**src/rtl/core/pidc_pkg.sv**
```systemverilog
// pidc_pkg: shared widths, register map, reset values and stage types
// for the clamped pid controller. No dependencies.
`default_nettype none

package pidc_pkg;

  // field and datapath widths
  localparam int DataW     = 24;               // Q16.8 samples, Q8.16 gains
  localparam int ErrW      = DataW + 1;        // setpoint - measured, exact
  localparam int IsumW     = DataW + 2;        // integrator + error before clamp
  localparam int DiffW     = ErrW + 1;         // error - last error, exact
  localparam int ProdW     = DataW + DiffW;    // widest gain product
  localparam int AccW      = ProdW + 2;        // sum of three products
  localparam int FracShift = 16;               // Q.24 -> Q16.8
  localparam int ShW       = AccW - FracShift; // shifted sum before saturation

  // configuration port
  localparam int PDataW = 32;
  localparam int AddrW  = 5;

  typedef enum logic [2:0] {
    REG_GAIN_PROP     = 3'd0,
    REG_GAIN_INTEGRAL = 3'd1,
    REG_GAIN_DERIV    = 3'd2,
    REG_LIMIT_HIGH    = 3'd3,
    REG_LIMIT_LOW     = 3'd4
  } reg_idx_t;

  typedef struct packed {
    logic [DataW-1:0] gain_prop;
    logic [DataW-1:0] gain_integral;
    logic [DataW-1:0] gain_deriv;
    logic [DataW-1:0] limit_high;
    logic [DataW-1:0] limit_low;
  } cfg_t;

  localparam logic signed [DataW-1:0] GainPropReset  = 24'sd15729;
  localparam logic signed [DataW-1:0] LimitHighReset = 24'sd14080;
  localparam logic signed [DataW-1:0] LimitLowReset  = -24'sd14080;

  localparam cfg_t CfgReset = '{
    gain_prop:     GainPropReset,
    gain_integral: '0,
    gain_deriv:    '0,
    limit_high:    LimitHighReset,
    limit_low:     LimitLowReset
  };

  // error stage results
  typedef struct packed {
    logic [ErrW-1:0]  err;
    logic [DataW-1:0] integ;
    logic [DiffW-1:0] diff;
  } upd_t;

  typedef struct packed {
    logic valid;
    upd_t data;
  } upd_req_t;

  // accumulated sum request
  typedef struct packed {
    logic            valid;
    logic [AccW-1:0] acc;
  } acc_req_t;

endpackage

`default_nettype wire

```
**src/rtl/core/pidc_in_if.sv**
```systemverilog
// pidc_in_if: sample request channel (setpoint, measured) with valid/ready.
// Depends on pidc_pkg for the field width.
`default_nettype none

interface pidc_in_if;
  logic                               valid;
  logic                               ready;
  logic signed [pidc_pkg::DataW-1:0]  setpoint;
  logic signed [pidc_pkg::DataW-1:0]  measured;

  modport source (output valid, output setpoint, output measured, input ready);
  modport sink   (input valid, input setpoint, input measured, output ready);
endinterface

`default_nettype wire

```
**src/rtl/core/pidc_update.sv**
```systemverilog
// pidc_update: input register and error stage; forms the error and the error
// difference and updates the clamped integrator. Depends on pidc_pkg, pidc_in_if.
`default_nettype none

module pidc_update (
  input  wire logic        clk,
  input  wire logic        rst_n,
  pidc_in_if.sink          in_ch,
  input  wire pidc_pkg::cfg_t cfg,
  output pidc_pkg::upd_req_t upd,
  input  wire logic        upd_ready
);

  localparam int DataW = pidc_pkg::DataW;
  localparam int ErrW  = pidc_pkg::ErrW;
  localparam int IsumW = pidc_pkg::IsumW;
  localparam int DiffW = pidc_pkg::DiffW;

  logic                     a_valid_r;
  logic signed [DataW-1:0]  sp_r, ms_r;
  logic                     a_ready, a_move, b_ready;
  logic                     b_valid_r;
  pidc_pkg::upd_t           b_data_r, b_data_nxt;

  logic signed [ErrW-1:0]   err, last_err_r;
  logic signed [DataW-1:0]  integ_r, integ_nxt;
  logic signed [DataW-1:0]  int_lo, int_hi;
  logic signed [IsumW-1:0]  isum, ipre;
  logic signed [DiffW-1:0]  diff;

  // stage handshake
  assign b_ready     = !b_valid_r || upd_ready;
  assign a_ready     = !a_valid_r || b_ready;
  assign a_move      = a_valid_r && b_ready;
  assign in_ch.ready = a_ready;

  // error and integrator clamp bounds (floor halving)
  assign err    = ErrW'(sp_r) - ErrW'(ms_r);
  assign int_lo = $signed(cfg.limit_low) >>> 1;
  assign int_hi = $signed(cfg.limit_high) >>> 1;
  assign isum   = IsumW'(integ_r) + IsumW'(err);
  assign ipre   = ($signed(cfg.gain_integral) != 0) ? isum : '0;
  assign diff   = DiffW'(err) - DiffW'(last_err_r);

  // integrator clamp, lower bound tested first
  always_comb begin
    if (ipre < IsumW'(int_lo)) begin
      integ_nxt = int_lo;
    end else if (ipre > IsumW'(int_hi)) begin
      integ_nxt = int_hi;
    end else begin
      integ_nxt = ipre[DataW-1:0];
    end
  end

  always_comb begin
    b_data_nxt.err   = err;
    b_data_nxt.integ = integ_nxt;
    b_data_nxt.diff  = diff;
  end

  // control and loop state
  always_ff @(posedge clk) begin
    if (!rst_n) begin
      a_valid_r  <= 1'b0;
      b_valid_r  <= 1'b0;
      integ_r    <= '0;
      last_err_r <= '0;
    end else begin
      if (a_ready) begin
        a_valid_r <= in_ch.valid;
      end
      if (b_ready) begin
        b_valid_r <= a_valid_r;
      end
      if (a_move) begin
        integ_r    <= integ_nxt;
        last_err_r <= err;
      end
    end
  end

  // payload registers
  always_ff @(posedge clk) begin
    if (a_ready && in_ch.valid) begin
      sp_r <= in_ch.setpoint;
      ms_r <= in_ch.measured;
    end
    if (a_move) begin
      b_data_r <= b_data_nxt;
    end
  end

  assign upd.valid = b_valid_r;
  assign upd.data  = b_data_r;

`ifndef SYNTHESIS
  // with integral action and sane limits the integrator lands inside its bounds
  a_int_bound: assert property (@(posedge clk) disable iff (!rst_n)
    (a_move && $signed(cfg.gain_integral) != 0 && int_lo <= int_hi) |=>
    (integ_r >= $past(int_lo) && integ_r <= $past(int_hi)))
    else $error("integrator outside clamp bounds");

  // zero integral gain empties the integrator when zero lies within the bounds
  a_int_clear: assert property (@(posedge clk) disable iff (!rst_n)
    (a_move && $signed(cfg.gain_integral) == 0 && int_lo <= 0 && int_hi >= 0) |=>
    (integ_r == 0))
    else $error("integrator not cleared with zero integral gain");

  // input stalls only when both front stages hold a request
  a_stall_full: assert property (@(posedge clk) disable iff (!rst_n)
    !a_ready |-> (a_valid_r && b_valid_r))
    else $error("input stalled with a free stage");
`endif

endmodule

`default_nettype wire

```
**src/flat_wrapper.sv**
```systemverilog
// flat-port wrapper written by rule: the top's interface ports become plain ports
module pidc_update_flat 
  (clk, rst_n, cfg, upd, upd_ready, in_ch_valid, in_ch_setpoint, in_ch_measured, in_ch_ready);
  pidc_in_if in_ch_i ();
  input  wire logic clk;
  input  wire logic rst_n;
  input  wire pidc_pkg::cfg_t cfg;
  output pidc_pkg::upd_req_t upd;
  input  wire logic upd_ready;
  input wire logic [$bits(in_ch_i.valid)-1:0] in_ch_valid;
  input wire logic [$bits(in_ch_i.setpoint)-1:0] in_ch_setpoint;
  input wire logic [$bits(in_ch_i.measured)-1:0] in_ch_measured;
  output wire logic [$bits(in_ch_i.ready)-1:0] in_ch_ready;
  assign in_ch_i.valid = in_ch_valid;
  assign in_ch_i.setpoint = in_ch_setpoint;
  assign in_ch_i.measured = in_ch_measured;
  assign in_ch_ready = in_ch_i.ready;
  pidc_update u_core (.clk(clk), .rst_n(rst_n), .in_ch(in_ch_i), .cfg(cfg), .upd(upd), .upd_ready(upd_ready));
endmodule
```
**config.mk**
```make
export PLATFORM = sky130hd
export DESIGN_NAME = pidc_update_flat
export DESIGN_NICKNAME = d
export VERILOG_FILES = /design/src/rtl/core/pidc_pkg.sv /design/src/rtl/core/pidc_in_if.sv /design/src/rtl/core/pidc_update.sv /design/src/flat_wrapper.sv
export SDC_FILE = /design/constraint.sdc
export NUM_CORES = 1
export LEC_CHECK = 0
export BUFFER_PORTS_ARGS = -buffer_cell sky130_fd_sc_hd__buf_2
export CAP_MARGIN = 20
export CORE_ASPECT_RATIO = 2
export CORE_MARGIN = 5
export CORE_UTILIZATION = 39
export CTS_CLUSTER_SIZE = 16
export DETAILED_ROUTE_END_ITERATION = 7
export SLEW_MARGIN = 20
export SYNTH_ARGS = -nofsm -noshare
export SYNTH_HDL_FRONTEND = slang
export SYNTH_SLANG_ARGS = --single-unit
```
**constraint.sdc**
```tcl
create_clock -name clk -period 7.9 [get_ports clk]
set_input_delay 1.58 -clock clk [delete_from_list [all_inputs] [get_ports clk]]
set_output_delay 1.58 -clock clk [all_outputs]
set_load 0.005 [all_outputs]
```
# [Yosys cells after proc, flatten, opt, wreduce, memory -nomap -nowiden]
# Cells that the tools add are included.
[totals] rom_bits=0 ram_bits=0 memories=0 word_cells=24 out_inout_bits=77 in_bits=172 latch_bits=0 reg_bits=174
[op_classes] div=0 magnitude_cmp=2 multipliers=0 eq_ne=0 bitwise=0 muxes=3 n_shift=0 add_sub_neg=3 n_reduce_logical=7
[ops] operator="24-bit two-way mux" n=2
[ops] operator="32-bit nonzero test" n=1
[ops] operator="24-bit by 25-bit adder with 26-bit output" n=1
[ops] operator="26-bit by 23-bit greater-than comparator with 1-bit output" n=1
[ops] operator="26-bit by 23-bit less-than comparator with 1-bit output" n=1
[ops] operator="26-bit two-way mux" n=1
[ops] operator="25-bit by 25-bit subtractor with 26-bit output" n=1
[ops] operator="24-bit by 24-bit subtractor with 25-bit output" n=1
[ops] operator="1-bit logical AND" n=2
[ops] operator="1-bit zero test" n=2
[ops] operator="1-bit logical OR" n=2

# [Depth between registers and ports, before layout]
# Gate-level depths: netlist of the first run.
[logic_depth] ltp_word=6 depth_mapped=31 mapped_depth_nobuf=30

# [Worst setup path before layout of the first run]
# Ideal clock, no wire load.
[synth_timing] kind="flip-flop to flip-flop" from="register u_core.ms_r[0]" to="register u_core.b_data_r, in the netlist u_core.upd[39], data pin" stages_incl_launch_ff=26 synth_period_minus_slack_ns=6.531 setup_slack_ns=1.369 arrival_time_ns=6.271 path_buffers=1 required_ns=7.640 setup_ns=0.260 cell_sequence="edfxtp_1 > ha_1 > fa_1 > nor2b_1 > o2111ai_1 > nand3_1 > a311oi_1 > o41ai_1 > xor2_1 > ha_1 > a21oi_1 > o21ai_0 > a2111oi_0 > nor2_1 > a221oi_1 > o211ai_1 > a21oi_1 > ha_1 > and3_1 > nand4_1 > or4_1 > nor4_2 > a2111oi_2 > mux2i_4 > buf_2 > mux2_2"
[synth_between] elab_chain_cells=6 word_cells_on_any_way=7 classes_between="add/sub (2); order compare (2); mux (3)"
[synth_lines] item="start, declared" line="pidc_update.sv:20" source="logic signed [DataW-1:0] sp_r, ms_r;"
[synth_lines] item="start signal, assigned" line="pidc_update.sv:87" source="ms_r <= in_ch.measured;"
[synth_lines] item="24-bit by 24-bit subtractor with 25-bit output (*)" line="pidc_update.sv:38" source="assign err = ErrW'(sp_r) - ErrW'(ms_r);"
[synth_lines] item="net u_core.err[18]" line="pidc_update.sv:25" source="logic signed [ErrW-1:0] err, last_err_r;"
[synth_lines] item="24-bit by 25-bit adder with 26-bit output (*)" line="pidc_update.sv:41" source="assign isum = IsumW'(integ_r) + IsumW'(err);"
[synth_lines] item="26-bit two-way mux (*)" line="pidc_update.sv:42" source="assign ipre = ($signed(cfg.gain_integral) != 0) ? isum : '0;"
[synth_lines] item="26-bit by 23-bit greater-than comparator with 1-bit output" line="pidc_update.sv:49" source="end else if (ipre > IsumW'(int_hi)) begin"
[synth_lines] item="24-bit two-way mux" line="pidc_update.sv:49"
[synth_lines] item="24-bit two-way mux (*)" line="pidc_update.sv:47" source="if (ipre < IsumW'(int_lo)) begin"
[synth_lines] item="net u_core.integ_nxt[13]" line="pidc_update.sv:26" source="logic signed [DataW-1:0] integ_r, integ_nxt;"
[synth_lines] item="end signal, assigned" line="pidc_update.sv:90" source="b_data_r <= b_data_nxt;"
[synth_lines] item="end, declared" line="pidc_update.sv:23" source="pidc_pkg::upd_t b_data_r, b_data_nxt;"
# The timed path passes the listed nets; every way through them passes the cells marked *.
# A chain may end at the register's enable or synchronous reset.

# [Worst setup path after layout of the first run]
[layout_timing] from="register u_core.ms_r[1]" to="register u_core.b_data_r, in the netlist u_core.upd[48], data pin"
# The elaborated chain is that of the path after synthesis.

==> reports/metrics.yaml, run 1 <==
run_status:
  outcome: "completed"
setup_path:
  cpPeakStageDelay_ns: 0.64
  critical_path_class: "flip-flop to flip-flop"
  cpMaxStageDelayCell: "or4_1"
  cp_max_fo: 11
  worstPathArrival_ns: 7.66
  critPathCaptureType: "flip-flop"
  critPathLaunchType: "flip-flop"
  required_ns: 8.10
final_layout:
  synthToLayoutAreaGrowth_pct: 20.5
  drive_gt1_frac: 0.220
  layout.nets: 1717
  stdcell_area_sq_um: 13700
  diodes: 0
  fillCellCount: 2770
grt:
  grt-ovfl-total: 0
  grt_max_degree: 87
  grt_antenna_before_repair: 0
  grt_pass1_wl_um: 49700
  grt_usage: 0.199
  grt_pass1_vias: 9659
sta:
  max_clock_freq_mhz: 134
  tightest_slew_ns: 1.08
  relSlewSlack: 0.279
  finalClockSkew_ns: 0.0131
  worst_slack_ns: 0.440
  rsz0062_at_grt: "no"
  period_share: 0.944
  drv_slew: 0
  setup_viol: 0
  final-hold-violation-count: 0
  min_period_ns: 7.46
  tns_ns: 0
routing:
  postRouteAntennaNets: 0
  dr.pass1.iters: 5
  drt-vias-per-instance: 5.36
  wirelength_um: 32800
  first_iter_violations: 500
  num_vias: 9567
  wl_per_cell_um: 18.4
  drc_errors: 0
cts:
  clk_pin_slew_ns: 0.07
  htree_levels: 4
  cts_tree: "done"
  cts_buffers: 17
  clock_path_buffers: 2
  clkLatencyLatePin_ns: 0.45
  cts-root-buf: "clkbuf_16"
  clock_sinks: 174
  hold_buffers: 0
synthesis:
  ys_warn_count: 0
  synth_edf_count: 123
  synthMuxAreaShare: 0.0237
  syn_nets: 1480
  synth_compound_area_frac: 0.174
  seq_area_frac_synth: 0.416
  synth_fa_ha_area_frac: 0.149
  synthSimpleGateAreaFrac: 0.143
  netlist_area_sq_um: 11300
  ys.flop_type: "edfxtp_1"
  synth_top_family_by_area: "compound AO/OA/AOI/OAI gates"
  synthXorXnorAreaFrac: 0.0410
  synth_async_sr_flop_share: 0
  synth.distinct_cells: 72
  ys_ff_latch: 174
  avgSynthCellArea_sq_um: 9.64
  syn_inst: 1175
hold_path:
  hold_path_class: "flip-flop to flip-flop"
die:
  die_area_sq_um: 32800
  core-area_sq_um: 28700
  top_level_ports: 249
  start_util: 0.394
  die_y_um: 251
  die_w_um: 131
  num_rows: 88
placed_design:
  placed_area_sq_um: 13100
  place_hpwl_um: 26300
  port_buffers: 198
  place_ws_ns: 0.348
  gp_congestion: 0.861
power_and_ir_drop:
  p_per_area_nw_per_um2: 335
  totalPowerFinal_uw: 4570
  leakage_uw: 0.00609
  vdd_ir_drop_max_v: 0.000270
job:
  drv_cap: 0
logic make-up after synthesis:
family / after synthesis
AND/OR/NAND/NOR: 328
AO/OA/AOI/OAI: 304
flip-flops: 174
buffers and inverters: 159
adder cells (fa/ha/maj): 133
XOR/XNOR: 53
multiplexers: 24
final cells by class:
class                           instances  area, sq um  share of cell area
Multi-Input combinational cell        842         6060               0.443
Clock inverter                         12          113             0.00825
Timing Repair Buffer                  250         1410               0.103
Clock buffer                           20          437              0.0320
Tap cell                              360          450              0.0330
Sequential cell                       174         4710               0.345
Inverter                              127          479              0.0351
worst paths after layout:
check | cells past startpoint | slack (ns) | endpoint | startpoint
worst max register to register | 31 | 0.44 | u_core.upd[48] | u_core.ms_r[1]
worst min register to register | 2 | 0.46 | u_core.last_err_r[3] | u_core.last_err_r[3]
worst min-delay path | 2 | 0.46 | u_core.last_err_r[3] | u_core.last_err_r[3]
worst max-delay path | 31 | 0.44 | u_core.upd[48] | u_core.ms_r[1]
cells in the mapped netlist, drive strengths merged (10+ instances only):
master / number / share of area
nand2: 79 / 0.026
a21o: 31 / 0.021
nand3: 44 / 0.019
mux2: 13 / 0.013
xnor2: 32 / 0.025
o21ai: 70 / 0.031
o21a: 22 / 0.015
ha: 130 / 0.14
xor2: 21 / 0.016
mux2i: 11 / 0.011
edfxtp: 123 / 0.33
inv: 126 / 0.042
dfxtp: 51 / 0.090
and3: 17 / 0.0094
nor2b: 14 / 0.0077
nand2b: 15 / 0.0083
a211oi: 14 / 0.0093
clkbuf: 25 / 0.0083
nor4: 10 / 0.0061
nand4: 19 / 0.010
a21oi: 87 / 0.038
nor2: 73 / 0.024
nor3: 25 / 0.011
critical path: cells and delay by family, from the launching register on:
| family | cells | cell delay, ns |
|---|---|---|
| multiplexers | 1 | 0.19 |
| flip-flops | 1 | 0.43 |
| AO/OA/AOI/OAI | 11 | 2.54 |
| XOR/XNOR | 2 | 0.45 |
| AND/OR/NAND/NOR | 10 | 2.18 |
| buffers and inverters | 4 | 0.65 |
| adder cells (fa/ha/maj) | 3 | 0.77 |
flip-flops by register name, indices dropped and copies added (netlist names):
signal,flops
u_core.b_valid_r,1
u_core.integ_r,24
u_core.ms_r,24
u_core.sp_r,24
u_core.last_err_r,25
u_core.a_valid_r,1
u_core.upd,75
through the flow:
| stage | hold WS (ns) | instances | util |
|---|---|---|---|
| finish | 0.457 | 1785 | 0.475 |
| CTS | 0.456 | 1785 | 0.474 |
| global placement | 0.443 | 1753 | 0.455 |
| global route | 0.469 | 1785 | 0.475 |
| floorplan | 0.436 | 1175 | - |
| detailed placement | 0.446 | 1753 | 0.455 |
what timing repair did:
| action | 4_1_cts | 5_1_grt |
|---|---|---|
| gates resized for setup | 0 | 6 |
| setup buffers | 0 | 0 |
| endpoints found under the setup margin | 0 | 44 |
placed cells by master, fill, tap and decap left out, drive strengths merged, types with 20 or more instances in the layout:
cell type    n
edfxtp     123
nor3        25
o21ai       70
ha         130
inv        130
clkbuf      20
xor2        21
buf        250
a21o        31
xnor2       32
nand3       44
a21oi       87
nand2       79
nor2        73
o21a        22
dfxtp       51
metal layers:
metal	track usage	vias to the layer above	wire, um
li1	-	4767	-
met1	0.195	4463	11500
met2	0.366	247	17500
met3	0.0259	90	1330
met4	0.147	0	2530
met5	0	-	0
power by group:
part	internal (uW)	total [uW]	switching [uW]
clock	437	810	374
sequential	1210	1270	62.0
combinational	1100	2490	1390
No activity file was read; power rests on OpenSTA's default activity.
==> inputs of run 2 (changes only) <==
--- a/config.mk
+++ b/config.mk
@@ -7,9 +7,9 @@
 export LEC_CHECK = 0
 export BUFFER_PORTS_ARGS = -buffer_cell sky130_fd_sc_hd__buf_2
 export CAP_MARGIN = 20
-export CORE_ASPECT_RATIO = 2
 export CORE_MARGIN = 5
 export CORE_UTILIZATION = 39
+export CTS_BUF_LIST = sky130_fd_sc_hd__clkbuf_4
 export CTS_CLUSTER_SIZE = 16
 export DETAILED_ROUTE_END_ITERATION = 7
 export SLEW_MARGIN = 20
==> reports/metrics.yaml, run 2 (synthesis gave the netlist of run 1 again) <==
cts:
  cts-root-buf: "clkbuf_4"
  clock_path_buffers: 2
  clkLatencyLatePin_ns: 0.59
  clk_pin_slew_ns: 0.15
  clock_sinks: 174
  cts_tree: "done"
  cts_buffers: 17
  htree_levels: 4
  hold_buffers: 0
run_status:
  outcome: "completed"
sta:
  period_share: 0.961
  max_clock_freq_mhz: 132
  relSlewSlack: 0.509
  setup_viol: 0
  final-hold-violation-count: 0
  min_period_ns: 7.59
  finalClockSkew_ns: 0.0255
  rsz0062_at_grt: "no"
  tightest_slew_ns: 0.731
  tns_ns: 0
  drv_slew: 0
grt:
  grt_pass1_vias: 8951
  grt_max_degree: 61
  grt_usage: 0.175
  grt_pass1_wl_um: 46200
  grt-ovfl-total: 0
  grt_antenna_before_repair: 3
routing:
  drt-vias-per-instance: 5.20
  wirelength_um: 29400
  dr.pass1.iters: 5
  first_iter_violations: 516
  postRouteAntennaNets: 0
  drc_errors: 0
  wl_per_cell_um: 16.3
  num_vias: 9361
setup_path:
  critical_path_class: "flip-flop to flip-flop"
  required_ns: 8.23
  critPathLaunchType: "flip-flop"
  cp_num_buf_inv: 4
  worstPathArrival_ns: 7.92
  cp_max_fo: 15
  critPathCaptureType: "flip-flop"
  cpMaxStageDelayCell: "edfxtp_1"
  cpPeakStageDelay_ns: 0.45
  crit_family: "compound AO/OA/AOI/OAI gates"
die:
  start_util: 0.395
  core-area_sq_um: 28700
  die_y_um: 180
  num_rows: 62
  top_level_ports: 249
  die_w_um: 180
  die_area_sq_um: 32600
placed_design:
  placed_area_sq_um: 13000
  gp_congestion: 0.866
  place_hpwl_um: 22800
  port_buffers: 198
final_layout:
  final_cell_mix: "198 x buf_2, 130 x ha_1, 126 x inv_1, 123 x edfxtp_1, 86 x a21oi_1"
  mostFrequentLayoutCell: "buf_2"
  stdcell_area_sq_um: 13300
  largest_reg_flops: 75
  drive_gt1_frac: 0.215
  synthToLayoutAreaGrowth_pct: 17.5
  layout.nets: 1707
power_and_ir_drop:
  vdd_ir_drop_max_v: 0.000150
  p_per_area_nw_per_um2: 312
  leakage_uw: 0.00590
job:
  drv_cap: 0
hold_path:
  hold_path_class: "flip-flop to flip-flop"
run 2: cell types whose count changed in the layout (fill, tap and decap cells not counted), moves of 3 or more:
cell and delta:
clkbuf_4 +20, clkbuf_16 -17, buf_4 -11, clkbuf_1 -3, clkinv_4 -3, clkinvlp_4 +3
run 2: layout make-up:
cell class | instances | area [sq um]
clock inverters | 12 | 110
fillers | 2844 | 15400
inverters | 127 | 479
multi-input cells | 842 | 6040
flip-flops and latches | 174 | 4710
clock buffers | 20 | 150
repair buffers | 240 | 1340
diodes | 2 | 5.00
well taps | 384 | 480
run 2: per-stage QoR:
step | utilization | hold WS [ns] | setup slack [ns] | std cells | power (uW)
global placement | 0.454 | 0.444 | 0.412 | 1767 | 3620
detailed placement | 0.454 | 0.451 | 0.308 | 1767 | 3660
global route | 0.464 | 0.489 | 0.0728 | 1801 | 4520
finish | 0.464 | 0.466 | 0.306 | 1801 | 4160
floorplan | - | 0.436 | 1.37 | 1175 | 2870
CTS | 0.463 | 0.469 | 0.285 | 1799 | 4180
run 2: worst paths after layout:
check,depth (start not counted),endpoint,startpoint,slack (ns)
worst max-delay path,30,u_core.upd[33],u_core.ms_r[1],0.31
worst min register to register,2,u_core.last_err_r[4],u_core.last_err_r[4],0.47
worst max register to register,30,u_core.upd[33],u_core.ms_r[1],0.31
worst min-delay path,2,u_core.last_err_r[4],u_core.last_err_r[4],0.47
run 2: worst min-delay path: stages, from the launching register on:
cell and delay (ns):
dfxtp_1 0.34, nand2_1 0.05, a21oi_1 0.05
run 2: layer usage:
metal	GRT usage	routed length, um
met5	0	0
met4	0.0402	378
met3	0.0355	1230
met2	0.310	14700
met1	0.219	13100
run 2: what timing repair did:
item                                    4_1_cts  5_1_grt
endpoints found under the setup margin        0       39
resized for setup                             0        2
buffers inserted                              0        0
run 2: power by group:
part	internal (uW)	switching [uW]	leakage [uW]	total, uW
clock network	169	335	0.000138	504
registers	1200	58.5	0.00159	1260
logic	1060	1330	0.00418	2390
total	2440	1720	0.00590	4160
==> inputs of run 3 (changes only) <==
--- a/config.mk
+++ b/config.mk
@@ -12,7 +12,9 @@
 export CTS_BUF_LIST = sky130_fd_sc_hd__clkbuf_4
 export CTS_CLUSTER_SIZE = 16
 export DETAILED_ROUTE_END_ITERATION = 7
-export SLEW_MARGIN = 20
+export REMOVE_ABC_BUFFERS = 1
+export SLEW_MARGIN = 0
 export SYNTH_ARGS = -nofsm -noshare
 export SYNTH_HDL_FRONTEND = slang
 export SYNTH_SLANG_ARGS = --single-unit
+export TNS_END_PERCENT = 5
==> reports/metrics.yaml, run 3 (synthesis gave the netlist of run 1 again) <==
sta:
  setup_viol: 0
  rsz0062_at_grt: "no"
  tns_ns: 0
  max_clock_freq_mhz: 134
  drv_slew: 0
  period_share: 0.946
  final-hold-violation-count: 0
  relSlewSlack: 0.464
  worst_slack_ns: 0.430
  tightest_slew_ns: 0.797
  min_period_ns: 7.47
  finalClockSkew_ns: 0.0307
cts:
  clock_path_buffers: 2
  cts_buffers: 17
  cts_tree: "done"
  clk_pin_slew_ns: 0.15
  clock_sinks: 174
  cts-root-buf: "clkbuf_4"
  htree_levels: 4
  clkLatencyLatePin_ns: 0.56
  post-cts-setup-buffer-count: 0
grt:
  grt_pass1_vias: 8972
  grt_pass1_wl_um: 46600
  grt_max_degree: 54
  grt-ovfl-total: 0
  grt_antenna_before_repair: 2
  grt_usage: 0.176
die:
  die_w_um: 180
  die_area_sq_um: 32600
  start_util: 0.395
  core-area_sq_um: 28700
  num_rows: 62
  die_y_um: 180
  top_level_ports: 249
setup_path:
  critPathLaunchType: "flip-flop"
  required_ns: 8.34
  cpMaxStageDelayCell: "or4_1"
  cpPeakStageDelay_ns: 0.65
  crit_family: "simple AND/OR/NAND/NOR gates"
  crit_top_cell: "ha_1"
  cp_num_buf_inv: 2
  critical_path_class: "flip-flop to flip-flop"
  worstPathArrival_ns: 7.91
  critPathCaptureType: "flip-flop"
  cp_max_fo: 31
placed_design:
  port_buffers: 198
  place_hpwl_um: 22900
  place_ws_ns: 0.282
  gp_congestion: 0.924
routing:
  num_vias: 9411
  postRouteAntennaNets: 0
  wirelength_um: 29500
  dr.pass1.iters: 5
  drt-vias-per-instance: 5.23
  first_iter_violations: 557
  wl_per_cell_um: 16.4
  drc_errors: 0
final_layout:
  largest_reg_flops: 75
  drive_gt1_frac: 0.218
  layout.nets: 1707
  synthToLayoutAreaGrowth_pct: 18.2
  final_cell_mix: "198 x buf_2, 130 x ha_1, 126 x inv_1, 123 x edfxtp_1, 87 x a21oi_1"
  mostFrequentLayoutCell: "buf_2"
power_and_ir_drop:
  totalPowerFinal_uw: 4180
  p_per_area_nw_per_um2: 312
  leakage_uw: 0.00593
  vdd_ir_drop_max_v: 0.000174
hold_path:
  hold_path_class: "flip-flop to flip-flop"
job:
  drv_cap: 0
run_status:
  outcome: "completed"
## run 3: cell count changes in the layout (fill, tap and decap cells not counted), sizes merged
cell,delta
clkinv,-1
clkbuf,-1
inv,+1
bufinv,+1
## run 3: report_power, final
group | total, uW | internal, uW | switching, uW | leakage (uW)
sequential | 1270 | 1200 | 62.2 | 0.00159
clock | 542 | 202 | 340 | 0.000151
combinational | 2370 | 1060 | 1310 | 0.00419
total | 4180 | 2470 | 1710 | 0.00593
## run 3: path summary, 6_finish.rpt
path                           end  slack (ns)             startpoint  depth (start not counted)
max             u_core.integ_r[19]        0.43         u_core.ms_r[0]                         28
min          u_core.last_err_r[15]        0.47  u_core.last_err_r[15]                          2
max reg2reg     u_core.integ_r[19]        0.43         u_core.ms_r[0]                         28
min reg2reg  u_core.last_err_r[15]        0.47  u_core.last_err_r[15]                          2
## run 3: metrics by stage
step	util	instances	instance area, sq um	hold WS (ns)
after floorplan	-	1143	11200	0.436
after global placement	0.454	1766	13000	0.443
after detailed placement	0.455	1767	13100	0.449
after CTS	0.465	1799	13400	0.468
after global routing	0.467	1801	13400	0.500
final	0.467	1801	13400	0.466
## run 3: area by class of cell
class,count,area (sq um)
antenna,2,5.00
clock buffer,19,143
clock inverter,13,155
fill,2793,15300
inverter,127,479
multi-input combinational,842,6060
sequential,174,4710
tap,384,480
timing repair buffer,240,1360
## run 3: per-layer routing
| layer | track usage | up-vias | part of all wire |
|---|---|---|---|
| met4 | 0.0402 | 2 | 0.010 |
| li1 | - | 4742 | - |
| met5 | 0 | - | 0.00044 |
| met2 | 0.301 | 246 | 0.49 |
| met3 | 0.0325 | 20 | 0.050 |
| met1 | 0.234 | 4401 | 0.45 |
## run 3: what timing repair did
action / CTS / global route
resized for setup: 0 / 8
hold buffers: 0 / 0
endpoints found under the setup margin: 0 / 44
## run 3: tightest hold or removal path: cells and delay by family (launching register included)
| family | cells | cell delay, ns |
|---|---|---|
| compound gates | 1 | 0.05 |
| flops | 1 | 0.34 |
| simple gates | 1 | 0.05 |
